**src/rtl/core/rdwt_pkg.sv**
```systemverilog
// Shared types and constants for the readiness and deadline wait table.
package rdwt_pkg;

    localparam int SLOTS_DEF = 16;
    localparam int KEY_W     = 31;
    localparam int EV_W      = 16;
    localparam int DL_W      = 49;
    localparam int NOW_W     = 48;
    localparam logic [EV_W-1:0] ALWAYS_RST = EV_W'(24);

    typedef enum logic [2:0] {
        CMD_ADD         = 3'd0,
        CMD_REMOVE      = 3'd1,
        CMD_MARK_READY  = 3'd2,
        CMD_CLEAR_READY = 3'd3,
        CMD_WAIT        = 3'd4
    } t_cmd;

    typedef enum logic [2:0] {
        KIND_ACK         = 3'd0,
        KIND_FULL        = 3'd1,
        KIND_NOT_FOUND   = 3'd2,
        KIND_READY       = 3'd3,
        KIND_TIMED_OUT   = 3'd4,
        KIND_NOTHING_DUE = 3'd5
    } t_kind;

    typedef enum logic [2:0] {
        S_IDLE,
        S_FIND,
        S_SHIFT,
        S_WREADY,
        S_WTIME
    } t_state;

    typedef struct packed {
        logic [KEY_W-1:0]       key;
        logic [EV_W-1:0]        interest;
        logic signed [DL_W-1:0] deadline;
        logic [EV_W-1:0]        ready;
    } t_entry;

endpackage

```
**src/rtl/core/rdwt_ram.sv**
```systemverilog
// Generic single-write, single-read RAM with registered read data.
module rdwt_ram #(
    parameter int WIDTH = 8,
    parameter int DEPTH = 16,
    localparam int AW = (DEPTH > 1) ? $clog2(DEPTH) : 1
) (
    input  logic             i_clk,
    input  logic             i_we,
    input  logic [AW-1:0]    i_waddr,
    input  logic [WIDTH-1:0] i_wdata,
    input  logic             i_re,
    input  logic [AW-1:0]    i_raddr,
    output logic [WIDTH-1:0] o_rdata
);

    logic [WIDTH-1:0] r_mem [DEPTH];
    logic [WIDTH-1:0] r_rdata;

    always_ff @(posedge i_clk) begin
        if (i_we) begin
            r_mem[i_waddr] <= i_wdata;
        end
        if (i_re) begin
            r_rdata <= r_mem[i_raddr];
        end
    end

    assign o_rdata = r_rdata;

endmodule

```
**src/rtl/core/readiness_deadline_wait_table.sv**
```systemverilog
// Top level of the readiness and deadline wait table.
//
// Commands enter on start when busy is low: add, remove, mark ready,
// clear_ready and wait, with key, interest, events, deadline and now.
// Results leave on o_strobe, one cycle each; o_last marks the final result
// of a command. The receiver cannot hold results off.
// Entries live in one RAM of SLOTS rows with a registered read port; a
// sequencer walks it one row per cycle, with one read in flight.
// Command flow:
//   add, mark ready, clear_ready: a key scan.
//   remove: key scan, then each later entry is moved down one row.
//   wait: two passes over the table; the second pass
//   compacts survivors while it reports timeouts.
//   unknown command: ack on the next cycle, busy stays low.
// The always_mask register is written on the cfg channel while idle.
// Reset empties the table and sets always_mask to error and hangup; the
// RAM itself needs no clearing pass.
module readiness_deadline_wait_table #(
    parameter int SLOTS = rdwt_pkg::SLOTS_DEF,
    localparam int CW = $clog2(SLOTS + 1)
) (
    input  logic                          i_clk,
    input  logic                          i_rst_n,
    input  logic                          start,
    output logic                          busy,
    input  logic [2:0]                    i_command,
    input  logic [rdwt_pkg::KEY_W-1:0]    i_key,
    input  logic [rdwt_pkg::EV_W-1:0]     i_interest,
    input  logic [rdwt_pkg::EV_W-1:0]     i_events,
    input  logic signed [rdwt_pkg::DL_W-1:0] i_deadline,
    input  logic [rdwt_pkg::NOW_W-1:0]    i_now,
    input  logic                          i_cfg_valid,
    output logic                          o_cfg_ready,
    input  logic [rdwt_pkg::EV_W-1:0]     i_cfg_data,
    output logic                          o_strobe,
    output logic [2:0]                    o_kind,
    output logic [rdwt_pkg::KEY_W-1:0]    o_out_key,
    output logic [rdwt_pkg::EV_W-1:0]     o_fired_events,
    output logic [CW-1:0]                 o_occupancy,
    output logic                          o_last
);

    import rdwt_pkg::*;

    localparam int AW = (SLOTS > 1) ? $clog2(SLOTS) : 1;
    localparam logic [CW-1:0] SLOTS_C = CW'(SLOTS);

    t_state           r_state, n_state;
    logic [CW-1:0]    r_count, n_count;
    logic [CW-1:0]    r_addr, n_addr;
    logic [CW-1:0]    r_w, n_w;
    logic [CW-1:0]    r_live, n_live;
    logic             r_rd_vld;
    logic [CW-1:0]    r_rd_idx;
    logic [EV_W-1:0]  r_always;

    logic [2:0]             r_cmd;
    logic [KEY_W-1:0]       r_key;
    logic [EV_W-1:0]        r_interest;
    logic [EV_W-1:0]        r_events;
    logic signed [DL_W-1:0] r_deadline;
    logic [NOW_W-1:0]       r_now;

    logic             r_pend_vld, n_pend_vld;
    t_kind            r_pend_kind, n_pend_kind;
    logic [KEY_W-1:0] r_pend_key, n_pend_key;
    logic [EV_W-1:0]  r_pend_ev, n_pend_ev;
    logic [CW-1:0]    r_pend_live, n_pend_live;

    logic             r_out_vld, n_out_vld;
    t_kind            r_out_kind, n_out_kind;
    logic [KEY_W-1:0] r_out_key, n_out_key;
    logic [EV_W-1:0]  r_out_ev, n_out_ev;
    logic [CW-1:0]    r_out_live, n_out_live;
    logic             r_out_last, n_out_last;

    logic                  accept;
    logic                  issue;
    logic                  we;
    logic [AW-1:0]         waddr;
    t_entry                wdata;
    t_entry                rd;
    logic [$bits(t_entry)-1:0] ram_rdata;
    logic [EV_W-1:0]       hit;
    logic                  key_hit;
    logic                  scan_end;
    logic                  more;
    logic                  due;
    logic [CW-1:0]         idx_dec;

    assign busy        = (r_state != S_IDLE);
    assign accept      = start && !busy;
    assign o_cfg_ready = !busy;

    rdwt_ram #(
        .WIDTH ($bits(t_entry)),
        .DEPTH (SLOTS)
    ) u_ram (
        .i_clk   (i_clk),
        .i_we    (we),
        .i_waddr (waddr),
        .i_wdata (wdata),
        .i_re    (issue),
        .i_raddr (r_addr[AW-1:0]),
        .o_rdata (ram_rdata)
    );

    assign rd       = t_entry'(ram_rdata);
    assign hit      = rd.ready & (rd.interest | r_always);
    assign key_hit  = r_rd_vld && (rd.key == r_key);
    assign more     = (r_addr < r_count);
    assign scan_end = !r_rd_vld && !more;
    assign due      = !rd.deadline[DL_W-1] && (rd.deadline[NOW_W-1:0] <= r_now);
    assign idx_dec  = r_rd_idx - CW'(1);

    always_comb begin
        n_state     = r_state;
        n_count     = r_count;
        n_addr      = r_addr;
        n_w         = r_w;
        n_live      = r_live;
        n_pend_vld  = r_pend_vld;
        n_pend_kind = r_pend_kind;
        n_pend_key  = r_pend_key;
        n_pend_ev   = r_pend_ev;
        n_pend_live = r_pend_live;
        n_out_vld   = 1'b0;
        n_out_kind  = r_out_kind;
        n_out_key   = r_out_key;
        n_out_ev    = r_out_ev;
        n_out_live  = r_out_live;
        n_out_last  = r_out_last;
        issue       = 1'b0;
        we          = 1'b0;
        waddr       = r_rd_idx[AW-1:0];
        wdata       = rd;

        case (r_state)
            S_IDLE: begin
                if (accept) begin
                    n_addr = '0;
                    case (i_command)
                        CMD_WAIT: begin
                            n_state    = S_WREADY;
                            n_live     = r_count;
                            n_pend_vld = 1'b0;
                        end
                        CMD_ADD, CMD_REMOVE, CMD_MARK_READY, CMD_CLEAR_READY: begin
                            n_state = S_FIND;
                        end
                        default: begin
                            n_out_vld  = 1'b1;
                            n_out_kind = KIND_ACK;
                            n_out_key  = i_key;
                            n_out_ev   = '0;
                            n_out_live = r_count;
                            n_out_last = 1'b1;
                        end
                    endcase
                end
            end

            S_FIND: begin
                n_out_key  = r_key;
                n_out_ev   = '0;
                n_out_last = 1'b1;
                n_out_live = r_count;
                n_out_kind = KIND_ACK;
                if (key_hit) begin
                    case (r_cmd)
                        CMD_REMOVE: begin
                            n_state = S_SHIFT;
                            n_addr  = r_rd_idx + CW'(1);
                        end
                        CMD_ADD: begin
                            we             = 1'b1;
                            wdata.key      = r_key;
                            wdata.interest = r_interest;
                            wdata.deadline = r_deadline;
                            n_out_vld      = 1'b1;
                            n_state        = S_IDLE;
                        end
                        CMD_MARK_READY: begin
                            we          = 1'b1;
                            wdata.ready = rd.ready | r_events;
                            n_out_vld   = 1'b1;
                            n_state     = S_IDLE;
                        end
                        default: begin
                            we          = 1'b1;
                            wdata.ready = '0;
                            n_out_vld   = 1'b1;
                            n_state     = S_IDLE;
                        end
                    endcase
                end else if (scan_end) begin
                    n_out_vld = 1'b1;
                    n_state   = S_IDLE;
                    if (r_cmd == CMD_ADD) begin
                        if (r_count >= SLOTS_C) begin
                            n_out_kind = KIND_FULL;
                        end else begin
                            we             = 1'b1;
                            waddr          = r_count[AW-1:0];
                            wdata.key      = r_key;
                            wdata.interest = r_interest;
                            wdata.deadline = r_deadline;
                            wdata.ready    = '0;
                            n_count        = r_count + CW'(1);
                            n_out_live     = r_count + CW'(1);
                        end
                    end else begin
                        n_out_kind = KIND_NOT_FOUND;
                    end
                end else begin
                    issue = more;
                    if (more) begin
                        n_addr = r_addr + CW'(1);
                    end
                end
            end

            S_SHIFT: begin
                if (r_rd_vld) begin
                    we    = 1'b1;
                    waddr = idx_dec[AW-1:0];
                end
                if (scan_end) begin
                    n_count    = r_count - CW'(1);
                    n_out_vld  = 1'b1;
                    n_out_kind = KIND_ACK;
                    n_out_key  = r_key;
                    n_out_ev   = '0;
                    n_out_live = r_count - CW'(1);
                    n_out_last = 1'b1;
                    n_state    = S_IDLE;
                end else begin
                    issue = more;
                    if (more) begin
                        n_addr = r_addr + CW'(1);
                    end
                end
            end

            S_WREADY: begin
                if (r_rd_vld && (hit != '0)) begin
                    if (r_pend_vld) begin
                        n_out_vld  = 1'b1;
                        n_out_kind = r_pend_kind;
                        n_out_key  = r_pend_key;
                        n_out_ev   = r_pend_ev;
                        n_out_live = r_pend_live;
                        n_out_last = 1'b0;
                    end
                    n_pend_vld  = 1'b1;
                    n_pend_kind = KIND_READY;
                    n_pend_key  = rd.key;
                    n_pend_ev   = hit;
                    n_pend_live = r_live - CW'(1);
                    n_live      = r_live - CW'(1);
                end
                if (scan_end) begin
                    n_state = S_WTIME;
                    n_addr  = '0;
                    n_w     = '0;
                end else begin
                    issue = more;
                    if (more) begin
                        n_addr = r_addr + CW'(1);
                    end
                end
            end

            S_WTIME: begin
                if (r_rd_vld && (hit == '0)) begin
                    if (due) begin
                        if (r_pend_vld) begin
                            n_out_vld  = 1'b1;
                            n_out_kind = r_pend_kind;
                            n_out_key  = r_pend_key;
                            n_out_ev   = r_pend_ev;
                            n_out_live = r_pend_live;
                            n_out_last = 1'b0;
                        end
                        n_pend_vld  = 1'b1;
                        n_pend_kind = KIND_TIMED_OUT;
                        n_pend_key  = rd.key;
                        n_pend_ev   = '0;
                        n_pend_live = r_live - CW'(1);
                        n_live      = r_live - CW'(1);
                    end else begin
                        we    = 1'b1;
                        waddr = r_w[AW-1:0];
                        n_w   = r_w + CW'(1);
                    end
                end
                if (scan_end) begin
                    n_count    = r_w;
                    n_out_vld  = 1'b1;
                    n_out_last = 1'b1;
                    n_pend_vld = 1'b0;
                    n_state    = S_IDLE;
                    if (r_pend_vld) begin
                        n_out_kind = r_pend_kind;
                        n_out_key  = r_pend_key;
                        n_out_ev   = r_pend_ev;
                        n_out_live = r_pend_live;
                    end else begin
                        n_out_kind = KIND_NOTHING_DUE;
                        n_out_key  = '0;
                        n_out_ev   = '0;
                        n_out_live = r_w;
                    end
                end else begin
                    issue = more;
                    if (more) begin
                        n_addr = r_addr + CW'(1);
                    end
                end
            end

            default: begin
                n_state = S_IDLE;
            end
        endcase
    end

    always_ff @(posedge i_clk) begin
        if (!i_rst_n) begin
            r_state    <= S_IDLE;
            r_count    <= '0;
            r_rd_vld   <= 1'b0;
            r_pend_vld <= 1'b0;
            r_out_vld  <= 1'b0;
            r_always   <= ALWAYS_RST;
        end else begin
            r_state    <= n_state;
            r_count    <= n_count;
            r_rd_vld   <= issue;
            r_pend_vld <= n_pend_vld;
            r_out_vld  <= n_out_vld;
            if (i_cfg_valid && o_cfg_ready) begin
                r_always <= i_cfg_data;
            end
        end
    end

    always_ff @(posedge i_clk) begin
        r_addr      <= n_addr;
        r_w         <= n_w;
        r_live      <= n_live;
        r_rd_idx    <= r_addr;
        r_pend_kind <= n_pend_kind;
        r_pend_key  <= n_pend_key;
        r_pend_ev   <= n_pend_ev;
        r_pend_live <= n_pend_live;
        r_out_kind  <= n_out_kind;
        r_out_key   <= n_out_key;
        r_out_ev    <= n_out_ev;
        r_out_live  <= n_out_live;
        r_out_last  <= n_out_last;
        if (accept) begin
            r_cmd      <= i_command;
            r_key      <= i_key;
            r_interest <= i_interest;
            r_events   <= i_events;
            r_deadline <= i_deadline;
            r_now      <= i_now;
        end
    end

    assign o_strobe       = r_out_vld;
    assign o_kind         = r_out_kind;
    assign o_out_key      = r_out_key;
    assign o_fired_events = r_out_ev;
    assign o_occupancy    = r_out_live;
    assign o_last         = r_out_last;

    a_count_range: assert property (@(posedge i_clk) disable iff (!i_rst_n)
        r_count <= SLOTS_C)
        else $error("entry count beyond table size");

    a_more_follows: assert property (@(posedge i_clk) disable iff (!i_rst_n)
        (o_strobe && !o_last) |-> busy)
        else $error("non-final result with sequencer idle");

    a_ready_bits: assert property (@(posedge i_clk) disable iff (!i_rst_n)
        (o_strobe && (o_kind == KIND_READY)) |-> (o_fired_events != '0))
        else $error("ready result without event bits");

    a_quiet_bits: assert property (@(posedge i_clk) disable iff (!i_rst_n)
        (o_strobe && (o_kind != KIND_READY)) |-> (o_fired_events == '0))
        else $error("event bits on a non-ready result");

endmodule
```
**config.mk**
```make
export PLATFORM = sky130hd
export DESIGN_NAME = readiness_deadline_wait_table
export DESIGN_NICKNAME = d
export VERILOG_FILES = /design/src/rtl/core/rdwt_pkg.sv /design/src/rtl/core/rdwt_ram.sv /design/src/rtl/core/readiness_deadline_wait_table.sv
export SDC_FILE = /design/constraint.sdc
export NUM_CORES = 2
export LEC_CHECK = 0
export BUFFER_PORTS_ARGS = -buffer_cell sky130_fd_sc_hd__buf_2
export CAP_MARGIN = 25
export CORE_MARGIN = 1
export CORE_UTILIZATION = 45
export CTS_CLUSTER_DIAMETER = 150
export DETAILED_ROUTE_END_ITERATION = 8
export PLACE_DENSITY = 0.65
export SYNTH_ARGS = -nofsm -noshare
export SYNTH_HDL_FRONTEND = slang
export SYNTH_SLANG_ARGS = --single-unit
```
**constraint.sdc**
```tcl
create_clock -name i_clk -period 17.4 [get_ports i_clk]
set_clock_uncertainty 0.05 [all_clocks]
set_input_delay 2.61 -clock i_clk [delete_from_list [all_inputs] [get_ports i_clk]]
set_output_delay 2.61 -clock i_clk [all_outputs]
set_load 0.02 [all_outputs]
```
---- After elaboration in Yosys (flattened, before gate mapping) ----
Memory sizes are Yosys's and may differ from the RTL's. A register that Yosys moved wholly into a read port is not among the register bits.
Index checks and enable logic that the tools add are counted.
word-level totals
  bits in registers ....................... 321
  memory bits (writable) .................. 1,792
  input bits .............................. 183
  logic and storage cells ................. 241
  memories ................................ 1
cells by class
  add/subtract/negate cells ............... 7
  order comparisons ....................... 3
  equality and inequality tests ........... 25
  mux-type cells .......................... 142
  bitwise gates (word level) .............. 3
  reduce and logical (&&, ||, !) cells .... 35
memories
  name         depth  width  rd ports  clocked after Yosys merged registers in  write ports  RTL line        text
  u_ram.r_mem  16     112    1         1                                        1            rdwt_ram.sv:16  logic [WIDTH-1:0] r_mem [DEPTH];
operator list
  kind                                                           count
  112-bit 2-to-1 mux                                             5
  31-bit 2-to-1 mux                                              12
  16-bit 2-to-1 mux                                              12
  31-bit one-hot mux with 5 select lines                         1
  5-bit 2-to-1 mux                                               28
  96-bit 2-to-1 mux                                              1
  16-bit one-hot mux with 5 select lines                         1
  16-bit one-hot mux with 2 select lines                         2
  31-bit one-hot mux with 2 select lines                         1
  3-bit 2-to-1 mux                                               19
  48-bit less-or-equal comparator                                1
  1-bit 2-to-1 mux                                               36
  16-bit OR                                                      2
  31-bit equality test                                           1
  5-bit one-hot mux with 3 select lines                          2
  4-bit 2-to-1 mux                                               7
  5-bit one-hot mux with 5 select lines                          1
  5-bit by 1-bit adder with 5-bit output, second input constant  4
  5-bit one-hot mux with 2 select lines                          2
  5-bit one-hot mux with 4 select lines                          1
  2-bit inequality test, second input constant                   9
  16-bit AND                                                     1
  16-bit logical NOT                                             1
  16-bit nonzero test                                            1
  34 further kinds                                               64

---- Logic depth before layout (Yosys ltp) ----
  depth in word-level cells ............... 8
  gate-level depth with buffers ........... 14
  depth with buffers taken out ............ 10

---- By module ----
Synthesis repeated with hierarchy kept, for this count alone.
unflattened totals
  cell total of the unflattened synthesis .. 4,344
  area, all modules ....................... 87,022.2 µm²
by module, submodules not included
  module                         instances  cells an instance  area an instance (µm²)
  rdwt_ram                       1          2,864              70,289.9
  readiness_deadline_wait_table  1          1,480              16,732.3

---- Worst setup path before layout ----
Ideal clock, no wire load.
  kind .................................... reg2reg
  start point ............................. reg u_ram.r_rdata[62], in the netlist u_ram.o_rdata[62], read port of u_ram.r_mem
  end point ............................... mem u_ram.r_mem[5][0] in the netlist's numbering, enable pin
  arrival ................................. 12.857 ns
  required time ........................... 16.491 ns
  path slack .............................. 3.634 ns
  stages on the path, launching flop included .. 10
  path through ............................ edfxtp_1 ha_1 nand4_2 nor4_4 nand3_1 nor2_2 a32oi_4 a31o_4 o32a_4 nor4bb_1
on the way
  cells in the longest elaborated chain, start to end .. 7
  elaborated cells on any way between the ends .. 10
  those cells by class .................... 1 x order compare; 8 x mux; 1 x reduce/logical
RTL lines
  item                                    RTL line                              text
  from (decl)                             rdwt_ram.sv:17                        logic [WIDTH-1:0] r_rdata;
  48-bit less-or-equal comparator *       readiness_deadline_wait_table.sv:113  assign due = !rd.deadline[DL_W-1] && (rd.deadline[NOW_W-1:0] <= r_now);
  1-bit logical AND *                     readiness_deadline_wait_table.sv:113
  1-bit 2-to-1 mux                        readiness_deadline_wait_table.sv:276  if (due) begin
  1-bit 2-to-1 mux                        readiness_deadline_wait_table.sv:275  if (r_rd_vld && (hit == '0)) begin
  1-bit one-hot mux with 3 select lines   readiness_deadline_wait_table.sv:138  case (r_state)
  1-bit 2-to-1 mux                        rdwt_ram.sv:20                        if (i_we) begin
  1-bit 2-to-1 mux (implied by the code)  rdwt_ram.sv:21                        r_mem[i_waddr] <= i_wdata;
  to (decl)                               rdwt_ram.sv:16
Mark *: on every way between the ends. The rest lies on a longest branch, timed or not.

---- Final worst setup path ----
  start point ............................. reg u_ram.r_rdata[63], in the netlist u_ram.o_rdata[63], read port of u_ram.r_mem
  end point ............................... mem u_ram.r_mem[15][0] in the netlist's numbering, enable pin
Same word-level chain as after synthesis.

==> run summary <==
Hold Buf Count CTS - 0
Antenna violations before repair - 9
Status - finished, final reports clean
Synth Flop Type - edfxtp_1
CTS tree - yes
Filler instances - 14.6k
Yosys Warn Count - 0
Row cnt - 160
Most common cell after layout, fill and taps aside - edfxtp_1
Pwr/cell area - 166 nW/um^2
Fmax achieved - 0.146 GHz
Final worst path period share - 39.2%
Starting Density - 45.4%
First-pass GRT wire length - 305,000 um
Internal power - 11.3 mW
Clock sink count - 2,224
Gpl congestion - 0.865
Final setup margin - 10.57 ns
Final instance area - 97,900 sq um
Final setup fails - 0
LEAKAGE - 30.9 nW
RSZ-0062 raised after global routing - no
Initial DRC Count - 4,712
Async S/R FF share, synth - 0%
CP Class - reg -> reg
Layout cell share with drive strength beyond 1 - 30.1%
Switching power - 4.90 mW
DP Area - 90,900 sq um
Root Driver - clkbuf_16
Detail Placement HPWL - 118,000 um
Setup TNS - 0 ns
Layout area overhead - 13.4%
DRT Pass-1 Iters - 6
Global route overflow - 0
Hold Path Class - reg -> reg
EDFF count, synth - 2,192
Worst-case clock buffer depth - 3
Area of the core - 190,000 sq um
Hold Fails Final Rpt - 0
Die Y - 440 um
Drc violations - 0
Critical Path AT - 7.22 ns
Vias per inst - 5.94
Max Cap Viol - 0
Commonest cells after routing, fill and taps aside - edfxtp_1 (2,192), mux4_2 (560), buf_2 (241)
Total CTS buffers - 217
Vias - 41.4k
Synth cell types - 76
Pre-CTS WS - 10.52 ns
CP Cell Sequence - ha_1 -> nand4_2 -> o21ai_0 -> o21ai_1 -> a31o_4 -> a211oi_4 -> and4b_4 -> buf_4 -> buf_4
Logic pwr share - 26.2%
Routed WL - 212,000 um
Drt wl/cell - 30.4 um
Die Wd - 440 um
Worst path max stage delay - 0.91 ns
Endpoint type of the worst setup path - register
Register area share after synthesis - 77.0%
CP startpoint kind - register
Max_slew headroom - 26.5%
Critical path's most frequent cell - buf_4
Synthesized area - 86,400 sq um
Post-CTS Resized - 0
I/O pin cnt - 242
Syn Area/Cell - 22.1 sq um
Slew @ Worst Pin - 1.10 ns
Register bit count reported by yosys - 2,224
Postcts setup bufs - 0
Vias in the first global route - 42.3k
H-tree Lvls - 4
Largest net degree at the start of global routing - 139
Synthesized net count - 4,158
Reg2reg setup slack - 10.57 ns
Worst VDD drop - 140 uV
Clock Power Share - 28.2%
CP Max Fanout - 43
GRT Total Usage - 22.0%
Critical path buffers and inverters - 2
Port buffer count - 241
Insertion delay to the later sink of the worst-skew pair - 0.86 ns
Slew Viols, Final - 0
Synth Instances - 3,916
Minimum clock period - 6.83 ns
Slowest-stage cell, CP - and4b_4
Nets - 4,516
Kind of cell adding the most delay to the critical path - compound AO/OA/AOI/OAI gates
Net Sw Frac - 30.2%
Worst EP required - 17.79 ns
Clock Pin Slew Worst Setup and Hold Paths - 0.06 ns
Routed Antenna Nets - 0
Seq pwr share - 45.5%
Die ar. - 194,000 sq um
==> power by group through the flow <==
stage	Clock, mW	Sequential [mW]	Combinational, mW
finish	4.58	7.39	4.26
detailed placement	0	7.50	4.27
global placement	0	7.49	4.22
floorplan	0	7.44	2.87
global route	4.84	7.42	4.56
CTS	4.65	7.39	4.29
==> through the flow <==
| stage | total power, mW | instances | utilization [%] | hold WS (ns) |
|---|---|---|---|---|
| 6_report | 16.2 | 6969 | 51.4 | 0.397 |
| 5_1_grt | 16.8 | 6969 | 51.4 | 0.420 |
| 4_1_cts | 16.3 | 6964 | 51.4 | 0.392 |
| 3_5_place_dp | 11.8 | 6563 | 47.8 | 0.389 |
| 3_3_place_gp | 11.7 | 6560 | 47.8 | 0.374 |
| 2_1_floorplan | 10.3 | 3916 | - | 0.322 |
==> final timing paths <==
path,cells after the start,end,from
worst min-delay path,0,r_rd_idx[4],r_addr[4]
worst max-delay path,9,u_ram.r_mem[15][0],u_ram.o_rdata[63]
worst max register to register,9,u_ram.r_mem[15][0],u_ram.o_rdata[63]
worst min register to register,0,r_rd_idx[4],r_addr[4]
==> cell type report <==
type | instances | area (sq um) | area share, %
multi-input combinational | 1425 | 19100 | 19.5
clock inverter | 125 | 1180 | 1.20
inverter | 69 | 259 | 0.264
clock buffer | 276 | 5740 | 5.86
tap | 2511 | 3140 | 3.21
timing repair buffer | 337 | 2070 | 2.11
sequential | 2224 | 66500 | 67.9
antenna | 2 | 5.00 | 0.00511
==> worst register-to-register path: stages, from the launching register on <==
cell and delay [ns]:
edfxtp_1 0.41, ha_1 0.35, nand4_2 0.25, o21ai_0 0.83, o21ai_1 0.53, a31o_4 0.44
a211oi_4 0.88, and4b_4 0.92, buf_4 0.87, buf_4 0.89
==> routing by layer <==
metal | routed length (um) | vias up | global-route usage [%]
met4 | 6110 | 0 | 6.67
met1 | 86700 | 22200 | 30.4
met5 | 0 | - | 0
met2 | 106000 | 1642 | 36.3
met3 | 12800 | 318 | 3.22
li1 | - | 17200 | -
==> kinds of logic after synthesis <==
group / Yosys count / synth area share, %
AOI/OAI and AO/OA: 341 / 2.66
xor gates and xnor gates: 52 / 0.527
adders and majority gates: 59 / 0.855
buffers and inverters: 267 / 1.22
DFF: 2224 / 77.0
muxes: 663 / 15.9
and+or+nand+nor: 310 / 1.84
==> state kept, by name, indices dropped and copies added, names as in the netlist, 31 cells and up <==
register	flops
u_ram.r_mem	1792
u_ram.o_rdata	112
r_deadline	49
r_now	48
o_out_key	31
r_key	31
r_pend_key	31
==> Yosys cell counts, types with 4 or more instances <==
cell type,number,area (sq um)
a21boi_0,17,128
a21o_1,8,60.1
a21oi_1,110,551
a221o_1,31,310
a221oi_1,4,35.0
a22o_1,18,158
a22oi_1,6,45.0
a311oi_1,4,35.0
a31oi_1,4,25.0
and3_1,5,31.3
buf_1,58,218
buf_2,21,105
clkbuf_1,115,432
dfxtp_1,32,641
edfxtp_1,2192,65800
ha_1,59,738
inv_1,69,259
mux2_2,98,1100
mux2i_1,5,50.1
mux4_2,560,12600
nand2_1,91,342
nand3_1,18,90.1
nand4_1,26,163
nand4_2,4,50.1
nor2_1,109,409
nor2b_1,7,43.8
nor3_1,9,45.0
nor4_2,4,50.1
nor4b_2,6,90.1
nor4bb_1,4,40.0
o211a_1,5,50.1
o211ai_1,6,45.0
o21a_1,5,37.5
o21ai_0,78,390
o21ai_1,12,60.1
o22ai_1,6,37.5
xnor2_1,41,359
xor2_1,11,96.3
Power figures use the tool's default switching activity.
